===== config.mk =====
export PLATFORM = sky130hd
export DESIGN_NAME = mr180_ctrl
export DESIGN_NICKNAME = d
export VERILOG_FILES = /design/src/design/mr180_pkg.sv /design/src/design/mr180_ctrl.sv
export SDC_FILE = /design/constraint.sdc
export NUM_CORES = 1
export LEC_CHECK = 0
export ABC_AREA = 0
export BUFFER_PORTS_ARGS = -buffer_cell sky130_fd_sc_hd__buf_2
export CAP_MARGIN = 20
export CORE_AREA = 2 2 39 41
export DETAILED_ROUTE_END_ITERATION = 7
export DIE_AREA = 0 0 41 43
export PLACE_DENSITY_LB_ADDON = 0.2
export SLEW_MARGIN = 20
export SYNTH_ARGS = -nofsm -noshare
export SYNTH_HDL_FRONTEND = slang
export SYNTH_SLANG_ARGS = --single-unit

===== constraint.sdc =====
create_clock -name aclk -period 1.6 [get_ports aclk]
set_input_delay 0.24 -clock aclk [delete_from_list [all_inputs] [get_ports aclk]]
set_output_delay 0.24 -clock aclk [all_outputs]
set_load 0.01 [all_outputs]

===== src/design/mr180_pkg.sv =====
`default_nettype none
// ----------------------------------------------------------------------------
// mr180_pkg
// Shared types, codes and helpers for the 180-degree mask rotator.
// ----------------------------------------------------------------------------
package mr180_pkg;

    // Configuration registers are 9 bits at most; dimensions are 9 bits.
    localparam int DIM_W     = 9;
    localparam int PROD_W    = 2 * DIM_W;
    localparam int CFG_IDX_W = 2;
    localparam int MODE_W    = 2;

    // Register indexes on the configuration port.
    localparam logic [CFG_IDX_W-1:0] REG_MODE   = 2'd0;
    localparam logic [CFG_IDX_W-1:0] REG_WIDTH  = 2'd1;
    localparam logic [CFG_IDX_W-1:0] REG_HEIGHT = 2'd2;

    // Mask modes. The fourth code behaves as alpha.
    localparam logic [MODE_W-1:0] MODE_ALPHA    = 2'd0;
    localparam logic [MODE_W-1:0] MODE_MONO_MSB = 2'd1;
    localparam logic [MODE_W-1:0] MODE_MONO_LSB = 2'd2;

    // Item opcodes.
    localparam logic OP_LOAD  = 1'b0;
    localparam logic OP_FETCH = 1'b1;

    typedef struct packed {
        logic       opcode;
        logic [7:0] source_byte;
    } in_item_t;

    typedef struct packed {
        logic [7:0] out_byte;
        logic       last_byte;
    } out_item_t;

    typedef struct packed {
        logic [MODE_W-1:0] mode;
        logic [DIM_W-1:0]  width;
        logic [DIM_W-1:0]  height;
    } cfg_t;

    // Commands from the controller to the datapath.
    typedef struct packed {
        logic load;     // write the accepted byte into the source store
        logic rd_hi;    // resolve the address and read the first source byte
        logic rd_lo;    // read the second source byte of a mono fetch
        logic finish;   // result goes to the output register, advance position
    } cmd_t;

    // Status from the datapath to the controller.
    typedef struct packed {
        logic need_lo;  // the fetch needs a second source byte
    } status_t;

    function automatic logic [7:0] bit_rev8(input logic [7:0] b);
        logic [7:0] r;
        for (int i = 0; i < 8; i++) begin
            r[i] = b[7-i];
        end
        return r;
    endfunction

endpackage
`default_nettype wire


===== src/design/mr180_ctrl.sv =====
`default_nettype none
// ----------------------------------------------------------------------------
// mr180_ctrl
// Sequencer: accepts items, steps a fetch through its source reads and
// hands the result to the output register.
// ----------------------------------------------------------------------------
module mr180_ctrl (
    input  wire                  aclk,
    input  wire                  aresetn,
    input  wire                  item_valid,
    input  wire                  item_opcode,
    input  wire                  out_free,
    input  wire mr180_pkg::status_t status,
    output logic                 item_ready,
    output mr180_pkg::cmd_t      cmd
);

    typedef enum logic [3:0] {
        ST_IDLE    = 4'b0001,
        ST_READ_HI = 4'b0010,
        ST_READ_LO = 4'b0100,
        ST_FINISH  = 4'b1000
    } state_t;

    state_t state_reg, state_next;

    always_comb begin
        state_next = state_reg;
        item_ready = 1'b0;
        cmd        = '0;
        unique case (state_reg)
            ST_IDLE: begin
                item_ready = 1'b1;
                cmd.load   = item_valid && (item_opcode == mr180_pkg::OP_LOAD);
                if (item_valid && (item_opcode == mr180_pkg::OP_FETCH)) begin
                    state_next = ST_READ_HI;
                end
            end
            ST_READ_HI: begin
                cmd.rd_hi  = 1'b1;
                state_next = status.need_lo ? ST_READ_LO : ST_FINISH;
            end
            ST_READ_LO: begin
                cmd.rd_lo  = 1'b1;
                state_next = ST_FINISH;
            end
            ST_FINISH: begin
                cmd.finish = out_free;
                if (out_free) begin
                    state_next = ST_IDLE;
                end
            end
            default: begin
                state_next = ST_IDLE;
            end
        endcase
    end

    always_ff @(posedge aclk) begin
        if (!aresetn) begin
            state_reg <= ST_IDLE;
        end else begin
            state_reg <= state_next;
        end
    end

endmodule
`default_nettype wire


# After elaboration in Yosys (flattened, before gate mapping)

Index checks and enable logic that the tools add are counted.

Flip-flop bits (word level): 4
Word-level logic and storage cells: 20
Memories: 0
Output and inout bits: 5
Input port bits: 6
Bits in read-only memories: 0
Latch bits: 0
RAM bits: 0

$mul: 0
Shift-type cells: 0
Equal/unequal tests: 6
Div/mod/pow operators: 0
Magnitude comparators: 0
Reduce and logical (&&, ||, !) cells: 3
Mux-type cells: 9
Bitwise logic cells: 1
$add $sub $neg: 0

Operators with widths:

| kind                                                             | count |
|---|---|
| 4-bit case mux with 4 select lines                               | 1 |
| 4-bit two-way mux                                                | 3 |
| 1-bit two-way mux                                                | 5 |
| 4-bit by 1-bit == test with 1-bit output (second input constant) | 1 |
| 4-bit by 2-bit == test with 1-bit output (second input constant) | 1 |
| 4-bit by 3-bit == test with 1-bit output (second input constant) | 1 |
| 4-bit == test (second input constant)                            | 1 |
| 2-bit inequality test (second input constant)                    | 2 |
| 1-bit logical AND                                                | 2 |
| 2-bit AND reduction                                              | 1 |
| 1-bit NOT                                                        | 1 |

# Logic depth before layout (Yosys ltp)

Gate-level depths: netlist of the first run.

Word-level depth: 3
Depth in mapped cells: 3
Mapped depth without buffers: 3

# Least setup slack after synthesis of the first run

No wires, ideal clock.

Kind: reg2out
Start point: reg state_reg[1]
End point: out cmd[3] (netlist bit)
Required time: 1360 ps
Cell stages (with the launch flop): 4
Path slack: 318 ps
Buffers on the path: 0
Arrival: 1042 ps
Cell sequence: dfxtp_1 nor4b_2 nand2_1 nor2_1

RTL lines:

| what                     | line             | source |
|---|---|---|
| start: declaration       | mr180_ctrl.sv:25 | `state_t state_reg, state_next;` |
| start signal: assignment | mr180_ctrl.sv:63 | `state_reg <= state_next;` |
| end: declaration         | mr180_ctrl.sv:15 | `output mr180_pkg::cmd_t cmd` |

==> results of run 1 <==
area by class of cell:
class                   instances  area, um^2
multi-input cells              18         126
flip-flops and latches          4        80.1
fillers                       161        1080
repair buffers                 10        50.0
well taps                      16        20.0
clock buffers                   3        22.5
layout by cell type (no fill, tap or decap), drive strengths merged:
cell type  instances
a21oi              1
a31oi              1
and3               1
and4               1
and4b              1
buf               10
clkbuf             3
dfxtp              4
nand2              1
nand2b             1
nand3b             1
nor2               2
nor2b              1
nor3               1
nor4b              3
o21a               1
o21ai              1
or3b               1
where the power goes:
part	internal [mW]	switching [mW]	leakage, nW	total, mW
Combinational	0.0130	0.0111	0.0888	0.0241
Sequential	0.103	0.00371	0.0325	0.106
Clock	0.0839	0.0416	0.0138	0.125
Total	0.200	0.0564	0.135	0.256
routing by layer:
layer	share of wire, %	global-route usage, %	vias to the layer above	routed length [um]
li1	-	-	113	-
met1	47	8.65	98	265
met2	47	10.3	10	262
met3	6.2	3.14	0	35
met4	0	12.0	0	0
met5	0	0	-	0
worst reg2reg max path: stages (launching register included):
cell and delay [ns]:
sky130_fd_sc_hd__dfxtp_1 0.36, sky130_fd_sc_hd__nor4b_2 0.36, sky130_fd_sc_hd__and4_1 0.26, sky130_fd_sc_hd__a31oi_1 0.06
worst paths after layout:
kind	endpoint	slack [ns]	cells after the start
worst min-delay path	state_reg[2]	0.25	2
worst min register to register	state_reg[0]	0.62	2
worst max register to register	state_reg[0]	0.42	3
worst max-delay path	cmd[3]	0.11	4
metrics by stage:
step,instance area (um^2),hold slack (ns),instances
finish,299,0.250,51
global route,299,0.262,51
CTS,299,0.244,51
detailed placement,277,0.492,48
global placement,277,0.488,48
floorplan,206,0.386,22
kinds of logic (layout without fill, tap and decap cells):
logic type      after synthesis  after routing  share of synthesized area, %
simple gates                 14             14                          49.7
compound gates                4              4                          11.5
flops                         4              4                          38.8
buf+inv                       0             13                             0
==> results.py, run 1 <==
metrics = {
    "synth": {
        "synth.largest_area_cell": "sky130_fd_sc_hd__dfxtp_1",
        "synthesized_flop_and_latch_total": 4,
        "netlist_area_pre_place_um2": 206,
        "synth-edff-count": 0,
        "synth.most_common_cell": "sky130_fd_sc_hd__dfxtp_1",
        "synth_largest_type_area_fraction_pct": 38.8,
        "synth_cell_types": 17,
        "syn_area_per_cell_um2": 9.38,
        "post_synth_most_frequent_cells": "sky130_fd_sc_hd__dfxtp_1 (4), sky130_fd_sc_hd__nor2_1 (2), sky130_fd_sc_hd__nor4b_1 (2)",
        "postSynth.asyncResetShare_pct": 0,
        "syn-num-nets": 28,
        "synthesis.yosys.warnings": 0,
        "postSynthCellCount": 22,
        "yosysSeqAreaShare_pct": 38.8,
        "ys.flop_type": "sky130_fd_sc_hd__dfxtp_1",
        "netlist_top_cells_area": "sky130_fd_sc_hd__dfxtp_1 (39%), sky130_fd_sc_hd__nor4b_1 (8.5%), sky130_fd_sc_hd__nor4b_2 (7.3%)",
    },
    "route": {
        "drc": 0,
        "drt-initial-drc-count": 7,
        "via_count": 221,
        "drt_first_pass_iters": 4,
        "post_drt_via_cell_ratio": 4.33,
        "drt.antenna.violating_nets": 0,
        "wl_um": 562,
        "dr_wl_cell_um": 11.0,
    },
    "clock_network": {
        "clk_pin_slew_worst_paths_ns": 0.04,
        "ctsLongestPathBuffers": 2,
        "cts_buffers": 3,
        "clock_tree_from_tritoncts": "yes",
        "cts_setup_buffers": 0,
        "h_tree_levels": 1,
        "clock_sink_count": 4,
        "cts-hold-fix-buffers": 0,
        "post_cts_resized": 0,
        "clock_root_buffer": "sky130_fd_sc_hd__clkbuf_4",
        "worstSkewPairLatency_ns": 0.24,
    },
    "sta": {
        "finalCritPeriodShare_pct": 93.2,
        "max-slew-margin-rel_pct": 74.7,
        "report.final.slew_viol_count": 0,
        "timing.final.setup_violations": 0,
        "layout_min_cycle_time_ns": 1.49,
        "max_freq_ghz": 0.670,
        "clock_skew_ns": 0.00584,
        "accumulated_negative_setup_slack_ns": 0,
        "final-hold-violation-count": 0,
        "post_layout_worst_setup_margin_ns": 0.108,
        "worst_slew_pin_slew_ns": 0.375,
        "rsz_0062_raised_after_global_routing": "false",
    },
    "worst_hold_path": {
        "hp-class": "in2reg",
        "hp-start": "status",
    },
    "floorplan": {
        "die_h_um": 43,
        "fp-row-count": 14,
        "core_area_um2": 1380,
        "initial_core_util_pct": 14.9,
        "die_width_um": 41,
        "io-pin-count": 11,
        "die_area_um2": 1760,
    },
    "global_route": {
        "first_pass_grt_wire_length_um": 897,
        "vias_in_the_first_global_route": 228,
        "grt_max_degree": 9,
        "number_of_antenna_violations_at_the_first_check_in_global_routing": 0,
        "grt_util_all_layers_pct": 8.43,
        "grt_overflow": 0,
    },
    "worst_setup_path": {
        "crit_start": "state_reg[1]",
        "timing.critical_path.slowest_stage_cell": "sky130_fd_sc_hd__dfxtp_1",
        "cp_data_arrival_time_ns": 1.25,
        "max_stage_delay_ns": 0.36,
        "worst_setup_path_end_kind": "output port",
        "worstSetupStartpointType": "flop",
        "critPathTopFamily": "simple AND/OR/NAND/NOR gates",
        "crit_required_ns": 1.36,
        "critical_path_peak_fanout": 8,
        "critical_path_start_end_classification": "reg2out",
        "rr_startpoint": "state_reg[1]",
        "worstPathCellList": "nor4b_2 > nand2_1 > nor2_1 > buf_2",
        "timing.critical_path.buf_inv": 1,
    },
    "power": {
        "total_power_mw": 0.256,
        "power-per-cell-area_nw_per_um2": 856,
        "worst_ir_drop_vdd_v": 0.000175,
        "p_leak_nw": 0.135,
    },
    "finish": {
        "insertedDiodeCount": 0,
        "area_growth_syn_to_layout_pct": 44.8,
        "fin_nets": 43,
        "largest_register_ffs": 4,
        "proportion_of_layout_cells_with_a_drive_suffix_above_1_pct": 40.0,
        "final_standard_cell_utilization_of_the_core_pct": 21.6,
    },
    "run_status": {
        "status": "finished clean",
    },
    "placement": {
        "gpl.final_weighted_congestion": 0.709,
        "port_buffers": 10,
        "dpl.hpwl_um": 391,
        "place_worst_setup_slack_ns": 0.363,
    },
    "flow_run": {
        "max-cap-violations": 0,
    },
}
Power figures use the tool's default switching activity.
==> inputs of run 2 (changes only) <==
clock period = 1.33 ns   (was 1.6 ns; I/O delays follow)
==> run 2 against run 1 <==
Effect of this change: the run now ends with setup timing left; global-route usage is 0.20 points higher; largest power group unchanged; utilization is 5.9 points higher; clock power is 21% higher; largest cell class unchanged.
==> results.py, run 2 (same netlist as run 1, synthesis figures left out) <==
metrics = {
    "run_status": {
        "status": "finished with violations",
        "violations": "setup timing",
    },
    "sta": {
        "timing.final.setup_violations": 3,
        "accumulated_negative_setup_slack_ns": -0.0526,
        "post_layout_worst_setup_margin_ns": -0.0432,
        "max_freq_ghz": 0.728,
        "layout_min_cycle_time_ns": 1.37,
        "worst_slew_pin_slew_ns": 0.291,
        "report.final.slew_viol_count": 0,
        "final-hold-violation-count": 0,
        "finalCritPeriodShare_pct": 103,
        "rsz_0062_raised_after_global_routing": "true",
        "clock_skew_ns": 0.00602,
        "max-slew-margin-rel_pct": 80.3,
    },
    "worst_setup_path": {
        "critPathTopFamily": "simple AND/OR/NAND/NOR gates",
        "critical_path_start_end_classification": "reg2out",
        "worstPathCellList": "nor4b_4 > nand2_1 > nor2_1 > buf_2",
        "max_stage_delay_ns": 0.34,
        "worstSetupStartpointType": "flop",
        "timing.critical_path.slowest_stage_cell": "sky130_fd_sc_hd__dfxtp_4",
        "timing.critical_path.buf_inv": 1,
        "r2r_setup_slack_ns": 0.11,
        "worst_setup_path_end_kind": "output port",
        "timing.reg2reg.worst_path_depth": 4,
        "crit_start": "state_reg[1]",
        "critical_path_peak_fanout": 3,
        "rr_startpoint": "state_reg[2]",
        "crit_required_ns": 1.13,
        "reg2reg_to": "state_reg[3]",
        "cp_data_arrival_time_ns": 1.17,
    },
    "placement": {
        "place_worst_setup_slack_ns": 0.104,
        "gpl.final_weighted_congestion": 0.722,
        "dpl.hpwl_um": 419,
        "port_buffers": 10,
    },
    "finish": {
        "insertedDiodeCount": 0,
        "largest_register_ffs": 4,
        "area_growth_syn_to_layout_pct": 84.2,
        "fin_nets": 47,
        "final_standard_cell_utilization_of_the_core_pct": 27.5,
        "final_common_cell": "sky130_fd_sc_hd__buf_2",
        "final_cell_mix": "sky130_fd_sc_hd__buf_2 (9), sky130_fd_sc_hd__clkbuf_4 (3), sky130_fd_sc_hd__buf_4 (3), sky130_fd_sc_hd__dfxtp_4 (3)",
        "proportion_of_layout_cells_with_a_drive_suffix_above_1_pct": 61.5,
    },
    "worst_hold_path": {
        "hp-class": "in2reg",
        "hold_path_end": "state_reg[2]",
        "worstHoldPathCells": 2,
        "hp-start": "status",
    },
    "power": {
        "worst_ir_drop_vdd_v": 0.000205,
        "power-per-cell-area_nw_per_um2": 836,
        "switching_share_pct": 22.6,
        "power.clock.fraction_pct": 47.6,
        "internal_power_mw": 0.246,
        "p_leak_nw": 0.175,
        "total_power_mw": 0.318,
        "seq_power_share_pct": 38.9,
        "power.switching_mw": 0.0719,
        "comb_power_share_pct": 13.5,
    },
    "route": {
        "drt.antenna.violating_nets": 0,
        "drt-initial-drc-count": 7,
        "dr_wl_cell_um": 11.1,
        "drt_first_pass_iters": 3,
        "drc": 0,
        "post_drt_via_cell_ratio": 4.40,
        "via_count": 242,
        "wl_um": 610,
    },
    "floorplan": {
        "io-pin-count": 11,
        "core_area_um2": 1380,
        "die_width_um": 41,
        "initial_core_util_pct": 14.9,
        "die_h_um": 43,
        "die_area_um2": 1760,
        "fp-row-count": 14,
    },
    "global_route": {
        "first_pass_grt_wire_length_um": 952,
        "vias_in_the_first_global_route": 241,
        "grt_max_degree": 9,
        "number_of_antenna_violations_at_the_first_check_in_global_routing": 0,
        "grt_util_all_layers_pct": 8.63,
        "grt_overflow": 0,
    },
    "clock_network": {
        "clock_sink_count": 4,
        "cts_buffers": 3,
        "worstSkewPairLatency_ns": 0.24,
        "clk_pin_slew_worst_paths_ns": 0.04,
        "h_tree_levels": 1,
        "ctsLongestPathBuffers": 2,
        "clock_tree_from_tritoncts": "yes",
        "clock_root_buffer": "sky130_fd_sc_hd__clkbuf_4",
    },
    "flow_run": {
        "max-cap-violations": 0,
    },
}
run 2: layer usage:
layer	share of wire (%)	vias to the layer above	routed length [um]	global-route usage, %
li1	-	119	-	-
met1	37	113	227	8.01
met2	56	10	341	12.5
met3	6.7	0	41	3.14
met4	0	0	0	10.0
met5	0	-	0	0
run 2: what timing repair did:
action	CTS	global route
endpoints found under the setup margin	3	5
setup buffers	1	3
pin swaps	2	4
hold buffers	0	0
gates resized for setup	7	6
run 2: layout make-up:
| type | count | area, um^2 |
|---|---|---|
| Clock buffer | 3 | 22.5 |
| Sequential cell | 4 | 92.6 |
| Multi-Input combinational cell | 18 | 155 |
| Fill cell | 153 | 1000 |
| Tap cell | 16 | 20.0 |
| Timing Repair Buffer | 14 | 90.1 |
run 2: worst max-delay path by stage:
stage / endpoint / slack (ns) / cells after the start
global route: cmd[3] / -0.14 / 4
CTS: cmd[3] / -0.07 / 4
detailed placement: cmd[3] / 0.10 / 4
global placement: cmd[3] / 0.13 / 4
finish: cmd[3] / -0.04 / 4
floorplan: cmd[3] / 0.09 / 3
run 2: power groups by stage:
stage	clock network [mW]	logic, mW	registers (mW)
global route	0.164	0.0478	0.124
CTS	0.159	0.0318	0.128
floorplan	0	0.0140	0.129
finish	0.151	0.0430	0.124
detailed placement	0	0.0289	0.130
global placement	0	0.0285	0.130
run 2: worst register-to-register path, cell delays in order, from the launching register on:
cell and delay [ns]:
sky130_fd_sc_hd__dfxtp_4 0.35, sky130_fd_sc_hd__buf_6 0.13, sky130_fd_sc_hd__or3b_1 0.39, sky130_fd_sc_hd__a21oi_1 0.17, sky130_fd_sc_hd__o21a_1 0.12
run 2: metrics by stage:
step	cell area, um^2	hold WS (ns)	std cells
6_report	380	0.213	55
5_1_grt	380	0.216	55
4_1_cts	337	0.206	52
3_5_place_dp	277	0.458	48
3_3_place_gp	277	0.450	48
2_1_floorplan	206	0.345	22
